`config.mk`:
```
export PLATFORM = sky130hd
export DESIGN_NAME = quad_x_motor_mixer_top_flat
export DESIGN_NICKNAME = d
export VERILOG_FILES = /design/src/sv/qxmm_pkg.sv /design/src/sv/qxmm_req_if.sv /design/src/sv/qxmm_rsp_if.sv /design/src/sv/qxmm_csr_if.sv /design/src/sv/qxmm_base.sv /design/src/sv/qxmm_desat.sv /design/src/sv/quad_x_motor_mixer_top.sv /design/src/flat_wrapper.sv
export SDC_FILE = /design/constraint.sdc
export NUM_CORES = 2
export LEC_CHECK = 0
export BUFFER_PORTS_ARGS = -buffer_cell sky130_fd_sc_hd__buf_2
export CAP_MARGIN = 10
export CORE_ASPECT_RATIO = 0.5
export CORE_UTILIZATION = 44
export CTS_BUF_LIST = sky130_fd_sc_hd__clkbuf_8
export CTS_CLUSTER_DIAMETER = 100
export DETAILED_ROUTE_END_ITERATION = 12
export GPL_ROUTABILITY_DRIVEN = 1
export PLACE_DENSITY = 0.57
export SYNTH_ARGS = -nofsm -noshare
export SYNTH_HDL_FRONTEND = slang
export SYNTH_SLANG_ARGS = --single-unit
```
`constraint.sdc`:
```
create_clock -name clock -period 46.1 [get_ports clock]
set_input_delay 4.61 -clock clock [delete_from_list [all_inputs] [get_ports clock]]
set_output_delay 4.61 -clock clock [all_outputs]
set_load 0.02 [all_outputs]
```
`src/sv/qxmm_pkg.sv`:
```
// Shared types, widths and constants of the quad-X motor mixer.
package qxmm_pkg;

   localparam int THR_W    = 15;
   localparam int CMD_W    = 16;
   localparam int PULSE_W  = 11;
   localparam int PCT_W    = 7;
   localparam int OUT_W    = 12;
   localparam int FRAC_W   = 4;
   localparam int CEIL_W   = OUT_W + FRAC_W;
   localparam int IDLE_W   = PULSE_W + FRAC_W;
   localparam int SPAN_W   = CEIL_W + 1;
   localparam int PROD_W   = 32;
   localparam int DIV_SH   = 10;
   localparam int QUO_IN_W = 22;
   localparam int RCP_W    = 23;
   localparam int RCP_SH   = 27;
   localparam int QRAW_W   = QUO_IN_W + RCP_W;
   localparam int QUO_W    = QRAW_W - RCP_SH;
   localparam int MIX_W    = 20;
   localparam int ADJ_W    = MIX_W + 1;
   localparam int MOTORS   = 4;
   localparam int CSR_IDX_W = 2;
   localparam int CSR_DAT_W = PULSE_W;

   localparam logic [THR_W-1:0]   FULL_THROTTLE_Q8 = THR_W'(25600);
   localparam logic [3:0]         US_PER_PERCENT   = 4'd10;
   localparam logic [RCP_W-1:0]   RECIP_25         = RCP_W'(5368710);
   localparam logic [QUO_IN_W:0]  FLOOR_BIAS       = (QUO_IN_W + 1)'(819200);
   localparam logic [MIX_W-1:0]   QUO_BIAS         = MIX_W'(32768);

   localparam logic [PULSE_W-1:0] MIN_PULSE_RST    = PULSE_W'(1000);
   localparam logic [PULSE_W-1:0] IDLE_PULSE_RST   = PULSE_W'(1050);
   localparam logic [PCT_W-1:0]   MAX_PCT_RST      = PCT_W'(100);

   typedef enum logic [CSR_IDX_W-1:0] {
      CSR_MIN_PULSE    = 2'd0,
      CSR_IDLE_PULSE   = 2'd1,
      CSR_MAX_THROTTLE = 2'd2
   } csr_index_type;

   typedef struct packed {
      logic [CEIL_W-1:0]        ceil16;
      logic [IDLE_W-1:0]        idle16;
      logic signed [SPAN_W-1:0] span;
   } cfg_type;

   localparam int CEIL16_RST =
      (int'(MIN_PULSE_RST) + int'(MAX_PCT_RST) * int'(US_PER_PERCENT)) * 16;
   localparam int IDLE16_RST = int'(IDLE_PULSE_RST) * 16;
   localparam cfg_type CFG_RST = {CEIL_W'(CEIL16_RST), IDLE_W'(IDLE16_RST),
                                  SPAN_W'(CEIL16_RST - IDLE16_RST)};

   typedef logic signed [MIX_W-1:0] mix_type;

endpackage

```
`src/sv/qxmm_req_if.sv`:
```
// Command channel: throttle and roll, pitch, yaw commands.
interface qxmm_req_if;
   logic                                   valid;
   logic                                   ready;
   logic        [qxmm_pkg::THR_W-1:0]      throttle_q8;
   logic signed [qxmm_pkg::CMD_W-1:0]      roll_cmd;
   logic signed [qxmm_pkg::CMD_W-1:0]      pitch_cmd;
   logic signed [qxmm_pkg::CMD_W-1:0]      yaw_cmd;

   modport source (output valid, throttle_q8, roll_cmd, pitch_cmd, yaw_cmd, input ready);
   modport sink   (input valid, throttle_q8, roll_cmd, pitch_cmd, yaw_cmd, output ready);
endinterface

```
`src/sv/qxmm_rsp_if.sv`:
```
// Result channel: four motor pulse widths.
interface qxmm_rsp_if;
   logic                          valid;
   logic                          ready;
   logic [qxmm_pkg::OUT_W-1:0]    front_right_us;
   logic [qxmm_pkg::OUT_W-1:0]    front_left_us;
   logic [qxmm_pkg::OUT_W-1:0]    rear_right_us;
   logic [qxmm_pkg::OUT_W-1:0]    rear_left_us;

   modport source (output valid, front_right_us, front_left_us, rear_right_us, rear_left_us,
                   input ready);
   modport sink   (input valid, front_right_us, front_left_us, rear_right_us, rear_left_us,
                   output ready);
endinterface

```
`src/sv/qxmm_csr_if.sv`:
```
// Register write channel.
interface qxmm_csr_if;
   logic                              valid;
   logic                              ready;
   logic [qxmm_pkg::CSR_IDX_W-1:0]    index;
   logic [qxmm_pkg::CSR_DAT_W-1:0]    data;

   modport source (output valid, index, data, input ready);
   modport sink   (input valid, index, data, output ready);
endinterface

```
`src/sv/qxmm_base.sv`:
```
// Base pulse pipeline (throttle scaling, floor divide) and quad-X mixing.
module qxmm_base (
   input  logic                              clock,
   input  logic                              reset,
   input  logic                              advance,
   input  qxmm_pkg::cfg_type                 cfg,
   input  logic                              in_valid,
   input  logic        [qxmm_pkg::THR_W-1:0] throttle_q8,
   input  logic signed [qxmm_pkg::CMD_W-1:0] roll_cmd,
   input  logic signed [qxmm_pkg::CMD_W-1:0] pitch_cmd,
   input  logic signed [qxmm_pkg::CMD_W-1:0] yaw_cmd,
   output logic                              mix_valid,
   output qxmm_pkg::mix_type                 mix [qxmm_pkg::MOTORS]
);
   import qxmm_pkg::*;

   logic                     s1_valid_ff, s1_valid_in;
   logic signed [PROD_W-1:0] s1_prod_ff, s1_prod_in;
   logic signed [CMD_W-1:0]  s1_roll_ff, s1_pitch_ff, s1_yaw_ff;
   logic                     s2_valid_ff, s2_valid_in;
   logic [QRAW_W-1:0]        s2_qraw_ff, s2_qraw_in;
   logic signed [CMD_W-1:0]  s2_roll_ff, s2_pitch_ff, s2_yaw_ff;
   logic                     s3_valid_ff, s3_valid_in;
   mix_type                  s3_mix_ff [MOTORS];
   mix_type                  s3_mix_in [MOTORS];

   logic [THR_W-1:0]         thr_sat;
   logic signed [PROD_W:0]   prod_full;
   logic signed [PROD_W-1:0] prod_sh;
   logic signed [QUO_IN_W:0] biased;
   logic [QUO_IN_W-1:0]      quo_in;
   logic [QUO_W-1:0]         quo;
   mix_type                  base, roll_x, pitch_x, yaw_x;

   always_comb begin
      thr_sat     = (throttle_q8 > FULL_THROTTLE_Q8) ? FULL_THROTTLE_Q8 : throttle_q8;
      prod_full   = $signed({1'b0, thr_sat}) * cfg.span;
      s1_prod_in  = prod_full[PROD_W-1:0];
      s1_valid_in = in_valid;
   end

   always_comb begin
      prod_sh     = s1_prod_ff >>> DIV_SH;
      biased      = prod_sh[QUO_IN_W:0] + $signed(FLOOR_BIAS);
      quo_in      = biased[QUO_IN_W-1:0];
      s2_qraw_in  = {{RCP_W{1'b0}}, quo_in} * {{QUO_IN_W{1'b0}}, RECIP_25};
      s2_valid_in = s1_valid_ff;
   end

   always_comb begin
      quo     = s2_qraw_ff[QRAW_W-1:RCP_SH];
      base    = $signed({{(MIX_W-IDLE_W){1'b0}}, cfg.idle16})
              + $signed({{(MIX_W-QUO_W){1'b0}}, quo}) - $signed(QUO_BIAS);
      roll_x  = {{(MIX_W-CMD_W){s2_roll_ff[CMD_W-1]}}, s2_roll_ff};
      pitch_x = {{(MIX_W-CMD_W){s2_pitch_ff[CMD_W-1]}}, s2_pitch_ff};
      yaw_x   = {{(MIX_W-CMD_W){s2_yaw_ff[CMD_W-1]}}, s2_yaw_ff};
      s3_mix_in[0] = base - roll_x - pitch_x + yaw_x;
      s3_mix_in[1] = base + roll_x - pitch_x - yaw_x;
      s3_mix_in[2] = base - roll_x + pitch_x - yaw_x;
      s3_mix_in[3] = base + roll_x + pitch_x + yaw_x;
      s3_valid_in  = s2_valid_ff;
   end

   always_ff @(posedge clock) begin
      if (reset) begin
         s1_valid_ff <= 1'b0;
         s2_valid_ff <= 1'b0;
         s3_valid_ff <= 1'b0;
      end else if (advance) begin
         s1_valid_ff <= s1_valid_in;
         s2_valid_ff <= s2_valid_in;
         s3_valid_ff <= s3_valid_in;
      end
   end

   always_ff @(posedge clock) begin
      if (advance) begin
         s1_prod_ff  <= s1_prod_in;
         s1_roll_ff  <= roll_cmd;
         s1_pitch_ff <= pitch_cmd;
         s1_yaw_ff   <= yaw_cmd;
         s2_qraw_ff  <= s2_qraw_in;
         s2_roll_ff  <= s1_roll_ff;
         s2_pitch_ff <= s1_pitch_ff;
         s2_yaw_ff   <= s1_yaw_ff;
         s3_mix_ff   <= s3_mix_in;
      end
   end

   assign mix_valid = s3_valid_ff;
   assign mix       = s3_mix_ff;

   a_enter: assert property (@(posedge clock) disable iff (reset)
      (advance && in_valid) |=> s1_valid_ff)
      else $error("accepted beat did not enter stage one");
   a_flow: assert property (@(posedge clock) disable iff (reset)
      advance |=> (s2_valid_ff == $past(s1_valid_ff) && s3_valid_ff == $past(s2_valid_ff)))
      else $error("valid bit lost or repeated in base pipeline");
   a_hold: assert property (@(posedge clock) disable iff (reset)
      !advance |=> ($stable(s1_valid_ff) && $stable(s2_valid_ff) && $stable(s3_valid_ff)))
      else $error("base pipeline moved during stall");

endmodule

```
`src/sv/qxmm_desat.sv`:
```
// Desaturation: max/min search, group shift, clamp and output register.
module qxmm_desat (
   input  logic                          clock,
   input  logic                          reset,
   input  logic                          advance,
   input  qxmm_pkg::cfg_type             cfg,
   input  logic                          mix_valid,
   input  qxmm_pkg::mix_type             mix [qxmm_pkg::MOTORS],
   output logic                          out_valid,
   output logic [qxmm_pkg::OUT_W-1:0]    out_us [qxmm_pkg::MOTORS]
);
   import qxmm_pkg::*;

   logic                    s4_valid_ff, s4_valid_in;
   mix_type                 s4_mix_ff [MOTORS];
   mix_type                 s4_hi_ff, s4_hi_in, s4_lo_ff, s4_lo_in;
   logic                    s5_valid_ff, s5_valid_in;
   mix_type                 s5_mix_ff [MOTORS];
   logic signed [ADJ_W-1:0] s5_delta_ff, s5_delta_in;
   logic                    s6_valid_ff, s6_valid_in;
   logic [OUT_W-1:0]        s6_us_ff [MOTORS];
   logic [OUT_W-1:0]        s6_us_in [MOTORS];

   mix_type                 hi_a, hi_b, lo_a, lo_b, ceil_m, idle_m;
   logic signed [ADJ_W-1:0] excess, deficit, ceil_a, idle_a;
   logic signed [ADJ_W-1:0] adj [MOTORS];
   logic signed [ADJ_W-1:0] clamped [MOTORS];

   assign ceil_m = $signed({{(MIX_W-CEIL_W){1'b0}}, cfg.ceil16});
   assign idle_m = $signed({{(MIX_W-IDLE_W){1'b0}}, cfg.idle16});
   assign ceil_a = $signed({{(ADJ_W-CEIL_W){1'b0}}, cfg.ceil16});
   assign idle_a = $signed({{(ADJ_W-IDLE_W){1'b0}}, cfg.idle16});

   always_comb begin
      hi_a        = (mix[1] > mix[0]) ? mix[1] : mix[0];
      hi_b        = (mix[3] > mix[2]) ? mix[3] : mix[2];
      lo_a        = (mix[1] < mix[0]) ? mix[1] : mix[0];
      lo_b        = (mix[3] < mix[2]) ? mix[3] : mix[2];
      s4_hi_in    = (hi_b > hi_a) ? hi_b : hi_a;
      s4_lo_in    = (lo_b < lo_a) ? lo_b : lo_a;
      s4_valid_in = mix_valid;
   end

   always_comb begin
      excess      = (s4_hi_ff > ceil_m) ? (ADJ_W'(s4_hi_ff) - ceil_a) : '0;
      deficit     = (s4_lo_ff < idle_m) ? (idle_a - ADJ_W'(s4_lo_ff)) : '0;
      s5_delta_in = deficit - excess;
      s5_valid_in = s4_valid_ff;
   end

   always_comb begin
      for (int i = 0; i < MOTORS; i++) begin
         adj[i] = ADJ_W'(s5_mix_ff[i]) + s5_delta_ff;
         if (adj[i] < idle_a) begin
            clamped[i] = idle_a;
         end else if (adj[i] > ceil_a) begin
            clamped[i] = ceil_a;
         end else begin
            clamped[i] = adj[i];
         end
         s6_us_in[i] = clamped[i][CEIL_W-1:FRAC_W];
      end
      s6_valid_in = s5_valid_ff;
   end

   always_ff @(posedge clock) begin
      if (reset) begin
         s4_valid_ff <= 1'b0;
         s5_valid_ff <= 1'b0;
         s6_valid_ff <= 1'b0;
      end else if (advance) begin
         s4_valid_ff <= s4_valid_in;
         s5_valid_ff <= s5_valid_in;
         s6_valid_ff <= s6_valid_in;
      end
   end

   always_ff @(posedge clock) begin
      if (advance) begin
         s4_mix_ff   <= mix;
         s4_hi_ff    <= s4_hi_in;
         s4_lo_ff    <= s4_lo_in;
         s5_mix_ff   <= s4_mix_ff;
         s5_delta_ff <= s5_delta_in;
         s6_us_ff    <= s6_us_in;
      end
   end

   assign out_valid = s6_valid_ff;
   assign out_us    = s6_us_ff;

   a_floor: assert property (@(posedge clock) disable iff (reset)
      (s6_valid_ff && $stable(cfg) && (cfg.ceil16 >= CEIL_W'(cfg.idle16))) |->
         (s6_us_ff[0] >= OUT_W'(cfg.idle16[IDLE_W-1:FRAC_W])
       && s6_us_ff[1] >= OUT_W'(cfg.idle16[IDLE_W-1:FRAC_W])
       && s6_us_ff[2] >= OUT_W'(cfg.idle16[IDLE_W-1:FRAC_W])
       && s6_us_ff[3] >= OUT_W'(cfg.idle16[IDLE_W-1:FRAC_W])))
      else $error("motor pulse below idle");
   a_extent: assert property (@(posedge clock) disable iff (reset)
      (s4_valid_ff && advance) |=> (s5_delta_ff <= $past(idle_a - ADJ_W'(s4_lo_ff))
                                    || $past(s4_lo_ff >= idle_m)))
      else $error("group shift exceeds deficit");
   a_hold: assert property (@(posedge clock) disable iff (reset)
      !advance |=> ($stable(s4_valid_ff) && $stable(s5_valid_ff) && $stable(s6_valid_ff)))
      else $error("desaturation pipeline moved during stall");

endmodule

```
`src/sv/quad_x_motor_mixer_top.sv`:
```
// A command beat passes three base stages, then three desat stages, on its way to the result beat.
// Throughput: one beat per cycle; the whole pipeline holds while a result waits on rsp_bus.ready.
// The throttle multiply, the reciprocal multiply and the max/min search set the stage cut.
// Reset (synchronous, active high) empties the pipeline and loads the register defaults.
// Register writes take effect on beats accepted once the write has passed the register file and then cfg_ff.
// Top level: register file, derived limits, and pipeline stall control.
module quad_x_motor_mixer_top (
   input  logic         clock,
   input  logic         reset,
   qxmm_req_if.sink     req_bus,
   qxmm_rsp_if.source   rsp_bus,
   qxmm_csr_if.sink     csr_bus
);
   import qxmm_pkg::*;

   logic [PULSE_W-1:0] min_pulse_ff, min_pulse_in;
   logic [PULSE_W-1:0] idle_pulse_ff, idle_pulse_in;
   logic [PCT_W-1:0]   max_pct_ff, max_pct_in;
   cfg_type            cfg_ff, cfg_in;
   logic [OUT_W-1:0]   ceil_us;
   logic               advance;
   logic               mix_valid;
   mix_type            mix [MOTORS];
   logic               out_valid;
   logic [OUT_W-1:0]   out_us [MOTORS];

   assign csr_bus.ready = 1'b1;

   always_comb begin
      min_pulse_in  = min_pulse_ff;
      idle_pulse_in = idle_pulse_ff;
      max_pct_in    = max_pct_ff;
      if (csr_bus.valid) begin
         case (csr_bus.index)
            CSR_MIN_PULSE:    min_pulse_in  = csr_bus.data;
            CSR_IDLE_PULSE:   idle_pulse_in = csr_bus.data;
            CSR_MAX_THROTTLE: max_pct_in    = csr_bus.data[PCT_W-1:0];
            default:          ;
         endcase
      end
   end

   always_comb begin
      ceil_us       = OUT_W'(min_pulse_ff) + OUT_W'(max_pct_ff * US_PER_PERCENT);
      cfg_in.ceil16 = {ceil_us, {FRAC_W{1'b0}}};
      cfg_in.idle16 = {idle_pulse_ff, {FRAC_W{1'b0}}};
      cfg_in.span   = $signed({1'b0, cfg_in.ceil16}) - $signed({2'b0, cfg_in.idle16});
   end

   always_ff @(posedge clock) begin
      if (reset) begin
         min_pulse_ff  <= MIN_PULSE_RST;
         idle_pulse_ff <= IDLE_PULSE_RST;
         max_pct_ff    <= MAX_PCT_RST;
      end else begin
         min_pulse_ff  <= min_pulse_in;
         idle_pulse_ff <= idle_pulse_in;
         max_pct_ff    <= max_pct_in;
      end
   end

   always_ff @(posedge clock) begin
      if (reset) begin
         cfg_ff <= CFG_RST;
      end else begin
         cfg_ff <= cfg_in;
      end
   end

   assign advance       = !out_valid || rsp_bus.ready;
   assign req_bus.ready = advance;

   qxmm_base u_base (
      .clock       (clock),
      .reset       (reset),
      .advance     (advance),
      .cfg         (cfg_ff),
      .in_valid    (req_bus.valid),
      .throttle_q8 (req_bus.throttle_q8),
      .roll_cmd    (req_bus.roll_cmd),
      .pitch_cmd   (req_bus.pitch_cmd),
      .yaw_cmd     (req_bus.yaw_cmd),
      .mix_valid   (mix_valid),
      .mix         (mix)
   );

   qxmm_desat u_desat (
      .clock     (clock),
      .reset     (reset),
      .advance   (advance),
      .cfg       (cfg_ff),
      .mix_valid (mix_valid),
      .mix       (mix),
      .out_valid (out_valid),
      .out_us    (out_us)
   );

   assign rsp_bus.valid          = out_valid;
   assign rsp_bus.front_right_us = out_us[0];
   assign rsp_bus.front_left_us  = out_us[1];
   assign rsp_bus.rear_right_us  = out_us[2];
   assign rsp_bus.rear_left_us   = out_us[3];

endmodule

```
`src/flat_wrapper.sv`:
```
// flat-port wrapper written by rule: the top's interface ports become plain ports
module quad_x_motor_mixer_top_flat import qxmm_pkg::*;
  (clock, reset, req_bus_valid, req_bus_throttle_q8, req_bus_roll_cmd, req_bus_pitch_cmd, req_bus_yaw_cmd, req_bus_ready, rsp_bus_valid, rsp_bus_front_right_us, rsp_bus_front_left_us, rsp_bus_rear_right_us, rsp_bus_rear_left_us, rsp_bus_ready, csr_bus_valid, csr_bus_index, csr_bus_data, csr_bus_ready);
  qxmm_req_if req_bus_i ();
  qxmm_rsp_if rsp_bus_i ();
  qxmm_csr_if csr_bus_i ();
  input  logic clock;
  input  logic reset;
  input wire logic [$bits(req_bus_i.valid)-1:0] req_bus_valid;
  input wire logic [$bits(req_bus_i.throttle_q8)-1:0] req_bus_throttle_q8;
  input wire logic [$bits(req_bus_i.roll_cmd)-1:0] req_bus_roll_cmd;
  input wire logic [$bits(req_bus_i.pitch_cmd)-1:0] req_bus_pitch_cmd;
  input wire logic [$bits(req_bus_i.yaw_cmd)-1:0] req_bus_yaw_cmd;
  output wire logic [$bits(req_bus_i.ready)-1:0] req_bus_ready;
  output wire logic [$bits(rsp_bus_i.valid)-1:0] rsp_bus_valid;
  output wire logic [$bits(rsp_bus_i.front_right_us)-1:0] rsp_bus_front_right_us;
  output wire logic [$bits(rsp_bus_i.front_left_us)-1:0] rsp_bus_front_left_us;
  output wire logic [$bits(rsp_bus_i.rear_right_us)-1:0] rsp_bus_rear_right_us;
  output wire logic [$bits(rsp_bus_i.rear_left_us)-1:0] rsp_bus_rear_left_us;
  input wire logic [$bits(rsp_bus_i.ready)-1:0] rsp_bus_ready;
  input wire logic [$bits(csr_bus_i.valid)-1:0] csr_bus_valid;
  input wire logic [$bits(csr_bus_i.index)-1:0] csr_bus_index;
  input wire logic [$bits(csr_bus_i.data)-1:0] csr_bus_data;
  output wire logic [$bits(csr_bus_i.ready)-1:0] csr_bus_ready;
  assign req_bus_i.valid = req_bus_valid;
  assign req_bus_i.throttle_q8 = req_bus_throttle_q8;
  assign req_bus_i.roll_cmd = req_bus_roll_cmd;
  assign req_bus_i.pitch_cmd = req_bus_pitch_cmd;
  assign req_bus_i.yaw_cmd = req_bus_yaw_cmd;
  assign req_bus_ready = req_bus_i.ready;
  assign rsp_bus_valid = rsp_bus_i.valid;
  assign rsp_bus_front_right_us = rsp_bus_i.front_right_us;
  assign rsp_bus_front_left_us = rsp_bus_i.front_left_us;
  assign rsp_bus_rear_right_us = rsp_bus_i.rear_right_us;
  assign rsp_bus_rear_left_us = rsp_bus_i.rear_left_us;
  assign rsp_bus_i.ready = rsp_bus_ready;
  assign csr_bus_i.valid = csr_bus_valid;
  assign csr_bus_i.index = csr_bus_index;
  assign csr_bus_i.data = csr_bus_data;
  assign csr_bus_ready = csr_bus_i.ready;
  quad_x_motor_mixer_top u_core (.clock(clock), .reset(reset), .req_bus(req_bus_i), .rsp_bus(rsp_bus_i), .csr_bus(csr_bus_i));
endmodule
```
---- Yosys cells after proc, flatten, opt, wreduce, memory -nomap -nowiden ----
Cells that the tools add are included.
word-level totals
  input bits .............................. 81
  word-level logic and storage cells ...... 112
  output and inout bits ................... 51
  register bits after elaboration ......... 604
cells by class
  add/subtract/negate cells ............... 22
  $mul .................................... 3
  multiplexer cells ....................... 17
  magnitude comparators ................... 17
  equality and inequality tests ........... 2
  reduce and logical (&&, ||, !) cells .... 6
operators by type and width
  cell                                                                   number
  20-bit two-way mux                                                     6
  20-bit by 16-bit adder with 20-bit output                              5
  20-bit by 16-bit subtractor with 20-bit output                         5
  20-bit by 21-bit adder with 21-bit output                              4
  21-bit by 17-bit greater-than comparator with 1-bit output             4
  21-bit by 16-bit < comparator with 1-bit output                        4
  15-bit two-way mux                                                     5
  16-bit two-way mux                                                     4
  20-bit greater-than comparator                                         3
  20-bit < comparator                                                    3
  22-bit by 22-bit multiplier with 44-bit output, second input constant  1
  21-bit two-way mux                                                     2
  16-bit by 17-bit multiplier with 32-bit output                         1
  22-bit by 21-bit adder with 22-bit output, second input constant       1
  16-bit by 20-bit subtractor with 21-bit output                         1
  20-bit by 17-bit subtractor with 21-bit output                         1
  21-bit subtractor                                                      1
  20-bit by 17-bit greater-than comparator with 1-bit output             1
  20-bit by 16-bit < comparator with 1-bit output                        1
  19-bit by 16-bit subtractor with 20-bit output, second input constant  1
  15-bit by 18-bit adder with 19-bit output                              1
  16-bit by 15-bit subtractor with 17-bit output                         1
  15-bit greater-than comparator, second input constant                  1
  11-bit by 11-bit adder with 12-bit output                              1
  other kinds (7)                                                        9

---- Logic depth before layout (Yosys ltp) ----
  word-level depth ........................ 5
  depth in mapped cells ................... 29
  mapped depth without buffers ............ 28

---- Cells and area by module ----
A second synthesis with hierarchy kept.
unflattened totals
  cells, all modules ...................... 5536
  area, all modules ....................... 56892.1 µm²
modules (own cells, without submodules)
  module                  cells each  area an instance (µm²)  seq. area each (µm²)  instances
  qxmm_base               3023        31726.7                 6546.3                1
  qxmm_desat              2183        22043.6                 8137.8                1
  quad_x_motor_mixer_top  330         3121.7                  1301.2                1

---- Least setup slack after synthesis ----
OpenSTA, ideal clock, no wires.
  kind .................................... input to output
  start ................................... input port rsp_bus_ready
  end ..................................... output port req_bus_ready
  buffers on the path ..................... 1
  stages .................................. 2
  data arrival time ....................... 18181 ps
  data required time ...................... 41490 ps
  setup slack ............................. 23309 ps
  path through ............................ nand2b_1 -> clkbuf_1
on the way
  word-level cells in the longest chain between the ends .. 1
ends and longest elaborated chain
  what              line                          source
  start, declared   flat_wrapper.sv:20            input wire logic [$bits(rsp_bus_i.ready)-1:0] rsp_bus_ready;
  1-bit logical OR  quad_x_motor_mixer_top.sv:70  assign advance = !out_valid || rsp_bus.ready;
  end, declared     flat_wrapper.sv:14            output wire logic [$bits(req_bus_i.ready)-1:0] req_bus_ready;
No other way between the ends.

---- Final worst setup path ----
  start ................................... input port req_bus_throttle_q8[12]
  end ..................................... register u_core.u_base.s1_prod_ff[31] (data pin)
on the way
  word-level cells in the longest chain between the ends .. 3
ends and longest elaborated chain
  what                                                line                source
  start, declared                                     flat_wrapper.sv:10  input wire logic [$bits(req_bus_i.throttle_q8)-1:0] req_bus_throttle_q8;
  15-bit greater-than comparator                      qxmm_base.sv:36     thr_sat = (throttle_q8 > FULL_THROTTLE_Q8) ? FULL_THROTTLE_Q8 : throttle_q8;
  15-bit two-way mux (*)                              qxmm_base.sv:36
  16-bit by 17-bit multiplier with 32-bit output (*)  qxmm_base.sv:37     prod_full = $signed({1'b0, thr_sat}) * cfg.span;
  named net u_core.u_base.prod_full[31]               qxmm_base.sv:28     logic signed [PROD_W:0] prod_full;
  end signal, assigned                                qxmm_base.sv:78     s1_prod_ff <= s1_prod_in;
  end, declared                                       qxmm_base.sv:18     logic signed [PROD_W-1:0] s1_prod_ff, s1_prod_in;
Mark *: on every way through the listed nets, which the timed path passes. The rest lies on a longest branch.
A chain may end at the register's enable or synchronous reset.

==> key figures <==
Run status
  • Status: completed

Synthesis
  • Top_reg_cell synth: edfxtp_1
  • Post-synth top area cell: edfxtp_1
  • Post-synthesis sequential area ratio: 30.1%
  • Synth Instances: 5035
  • Post-synth EDFFs: 485
  • Synth cell count leaders: inv_1 (815), ha_1 (758), edfxtp_1 (485)
  • FF+latch count, synth: 556
  • Synth async-reset ratio: 0%
  • Largest cells by area after synthesis: edfxtp_1 (27%), ha_1 (18%), fa_1 (18%)
  • Top-area cell type share of the netlist area: 27.4%
  • Yosys warning count: 0
  • Post-Syn Area: 53200 um2
  • Count leader, synth: inv_1
  • Synth cell types: 96
  • Synth Area per Inst: 10.6 um2

Clock tree
  • H-tree depth: 3
  • Worst-case clock buffer depth: 3
  • Post-CTS Resized: 0
  • Clock Tree Root: clkbuf_8
  • Worst skew pair latency: 0.80 ns
  • CTS Hold Bufs: 0
  • TritonCTS Buffers: 89
  • CTS tree: built
  • Post-CTS Setup Bufs: 0
  • Clock sinks: 556
  • Reg clk slew, reported paths: 0.06 ns

Floorplan
  • IO Pins: 132
  • Starting density of the core: 44.7%
  • CORE AREA: 119000 um2
  • Area of the die: 122000 um2
  • Vert. Die Dim: 248 um
  • Row count: 89
  • Die width: 494 um

Layout
  • Final #Nets: 6498
  • Multi-input logic area: 33800 um2
  • Share of cells above drive strength 1: 7.12%
  • P&R area growth vs syn: 8.35%
  • Area taken by flip-flops and latches: 16000 um2
  • Fill count: 10900

Timing
  • Max transition margin: 29.1%
  • RSZ-0062 raised after global routing: false
  • Total negative setup slack: 0 ns
  • Fmax: 0.0887 GHz
  • Final Hold Vio Count: 0
  • Final setup vio count: 0
  • Final min period: 11.28 ns
  • Worst Tran Pin Value: 1.06 ns
  • Max-slew violation count: 0
  • Setup Skew: 0.0487 ns
  • Ratio of final minimum period to clock period: 24.5%

Routing
  • Post-DR wirelength/cell: 20.4 um
  • Final ANT Viol Nets: 0
  • Drt total wl: 140000 um
  • Routed vias/inst: 5.36
  • DR pass1 iterations: 7
  • Drt drc: 0
  • 1st-iter DRT viols: 2254
  • Via count: 36800

Critical path
  • Critical path capture point type: flop
  • Worst r2r src: u_core.u_base.s1_prod_ff[25]
  • WP data required: 46.61 ns
  • Startpoint Class: input pin
  • Arrival time at the worst endpoint: 11.78 ns
  • Worst reg2reg setup slack: 38.34 ns
  • CP Class: input pin to flop
  • Reg2reg end: u_core.u_base.s2_qraw_ff[42]
  • Worst-path fanout max: 64
  • Reg2reg path depth: 23

GRT
  • Met1 Use GR: 30.8%
  • Met3 usage: 2.83%
  • Initial antenna violation count: 6
  • Busiest grt layer: met2
  • Overflow after GRT: 0
  • Global-route wire length before repair: 216000 um
  • Pin count of the biggest net entering global routing: 170
  • GR met2 Demand/Resource: 39.1%
  • Vias in the first global route: 38700
  • All-Layer GR Usage: 23.1%

Worst hold path
  • Hold-critical path depth: 0
  • Hold_sp: u_core.u_base.s1_yaw_ff[7]
  • Hold Path End: u_core.u_base.s2_yaw_ff[7]
  • Hold WC Path Type: flop to flop

Place
  • Placer Congestion: 0.929
  • Count of input and output buffers: 130
  • Hpwl dp: 116000 um

Flow run
  • Max-capacitance violation count: 0
==> cell families after synthesis <==
logic type                 share of synthesized area, %
adders and majority gates                          35.4
muxes                                              2.36
AOI/OAI and AO/OA                                  11.3
xor gates and xnor gates                           4.63
other                                           0.00705
and+or+nand+nor                                    9.86
buffers and inverters                              6.46
DFF                                                30.1
==> metrics by stage <==
stage               hold slack [ns]  worst slack [ns]  cell area [um2]  utilization, %  cells
floorplan                     0.400             23.31            53200               -   5036
global placement              0.401             34.12            55700            46.9   6694
detailed placement            0.405             34.05            55700            46.9   6694
CTS                           0.398             34.93            57600            48.5   6859
global route                  0.416             34.55            57600            48.5   6862
finish                        0.399             34.82            57600            48.5   6862
==> layout make-up <==
| class | count | share of cell area (%) |
|---|---|---|
| inverter | 815 | 5.31 |
| antenna | 3 | 0.0130 |
| clock buffer | 98 | 2.34 |
| timing repair buffer | 157 | 1.50 |
| clock inverter | 67 | 0.960 |
| multi-input combinational | 3574 | 58.7 |
| tap | 1592 | 3.46 |
| sequential | 556 | 27.7 |
==> state kept, by name, indices dropped and copies added (netlist names), 20 cells and up <==
register / cells
u_core.u_desat.s4_mix_ff: 80
u_core.u_base.s1_prod_ff: 22
u_core.u_base.mix: 80
u_core.cfg_ff: 36
u_core.u_desat.s5_mix_ff: 80
u_core.u_desat.out_us: 48
u_core.u_desat.s4_lo_ff: 20
u_core.u_desat.s4_hi_ff: 20
u_core.u_desat.s5_delta_ff: 21
==> routing by layer <==
| layer | share of wire [%] | up-vias | routed length [um] |
|---|---|---|---|
| li1 | - | 17700 | - |
| met5 | 0 | - | 0 |
| met1 | 46 | 18000 | 64300 |
| met2 | 46 | 815 | 64900 |
| met3 | 4.6 | 222 | 6390 |
| met4 | 3.2 | 0 | 4510 |
==> placed cells by master (no fill, tap or decap), types with 12 or more instances in the layout <==
| cell type | instances |
|---|---|
| fa_1 | 466 |
| ha_1 | 758 |
| o21ai_0 | 131 |
| o31ai_1 | 15 |
| mux2i_1 | 122 |
| nand2b_1 | 50 |
| a21oi_1 | 276 |
| o31a_1 | 12 |
| a21o_1 | 97 |
| xnor2_1 | 204 |
| o21bai_1 | 40 |
| inv_1 | 823 |
| dfxtp_1 | 71 |
| clkbuf_8 | 98 |
| a211o_1 | 26 |
| a31oi_1 | 31 |
| edfxtp_1 | 485 |
| o211ai_1 | 20 |
| nand4_1 | 45 |
| a211oi_1 | 33 |
| clkinv_1 | 20 |
| nand3_1 | 44 |
| a21boi_0 | 17 |
| o21a_1 | 64 |
| nand2_1 | 223 |
| nor3_1 | 72 |
| buf_2 | 130 |
| nor4_1 | 20 |
| and2_1 | 50 |
| clkinv_2 | 21 |
| a21oi_2 | 14 |
| and3_1 | 89 |
| or3_1 | 19 |
| o22ai_1 | 15 |
| buf_4 | 26 |
| nor2b_1 | 84 |
| xor2_1 | 70 |
| or2_2 | 23 |
| nor2_1 | 274 |
==> worst max-delay path: stages <==
cell      delay (ns)
buf_2           0.14
o311ai_4        0.28
buf_4           0.43
a31o_2          0.37
and2_1          0.39
nand2_1         0.13
fa_1            0.50
fa_1            0.48
inv_1           0.05
fa_1            0.49
inv_1           0.05
fa_1            0.47
inv_1           0.05
fa_1            0.53
inv_1           0.05
fa_1            0.53
inv_1           0.05
ha_1            0.34
a21o_1          0.17
a21o_1          0.19
a221o_1         0.40
a41oi_1         0.28
a21oi_2         0.15
a21oi_1         0.25
o21ai_0         0.16
nor2_1          0.13
xnor2_1         0.07
==> how the worst max path moves through the flow <==
stage                                  startpoint                      endpoint  slack (ns)
final                     req_bus_throttle_q8[12]  u_core.u_base.s1_prod_ff[31]       34.82
after global routing      req_bus_throttle_q8[12]  u_core.u_base.s1_prod_ff[30]       34.55
after CTS                 req_bus_throttle_q8[12]  u_core.u_base.s1_prod_ff[31]       34.93
after detailed placement  req_bus_throttle_q8[12]  u_core.u_base.s1_prod_ff[31]       34.05
after global placement    req_bus_throttle_q8[12]  u_core.u_base.s1_prod_ff[31]       34.12
after floorplan                     rsp_bus_ready                 req_bus_ready       23.31
Power is left out: the tool's default activity adds up to more than one toggle a clock period on the data nets, which glitch-free logic cannot reach.
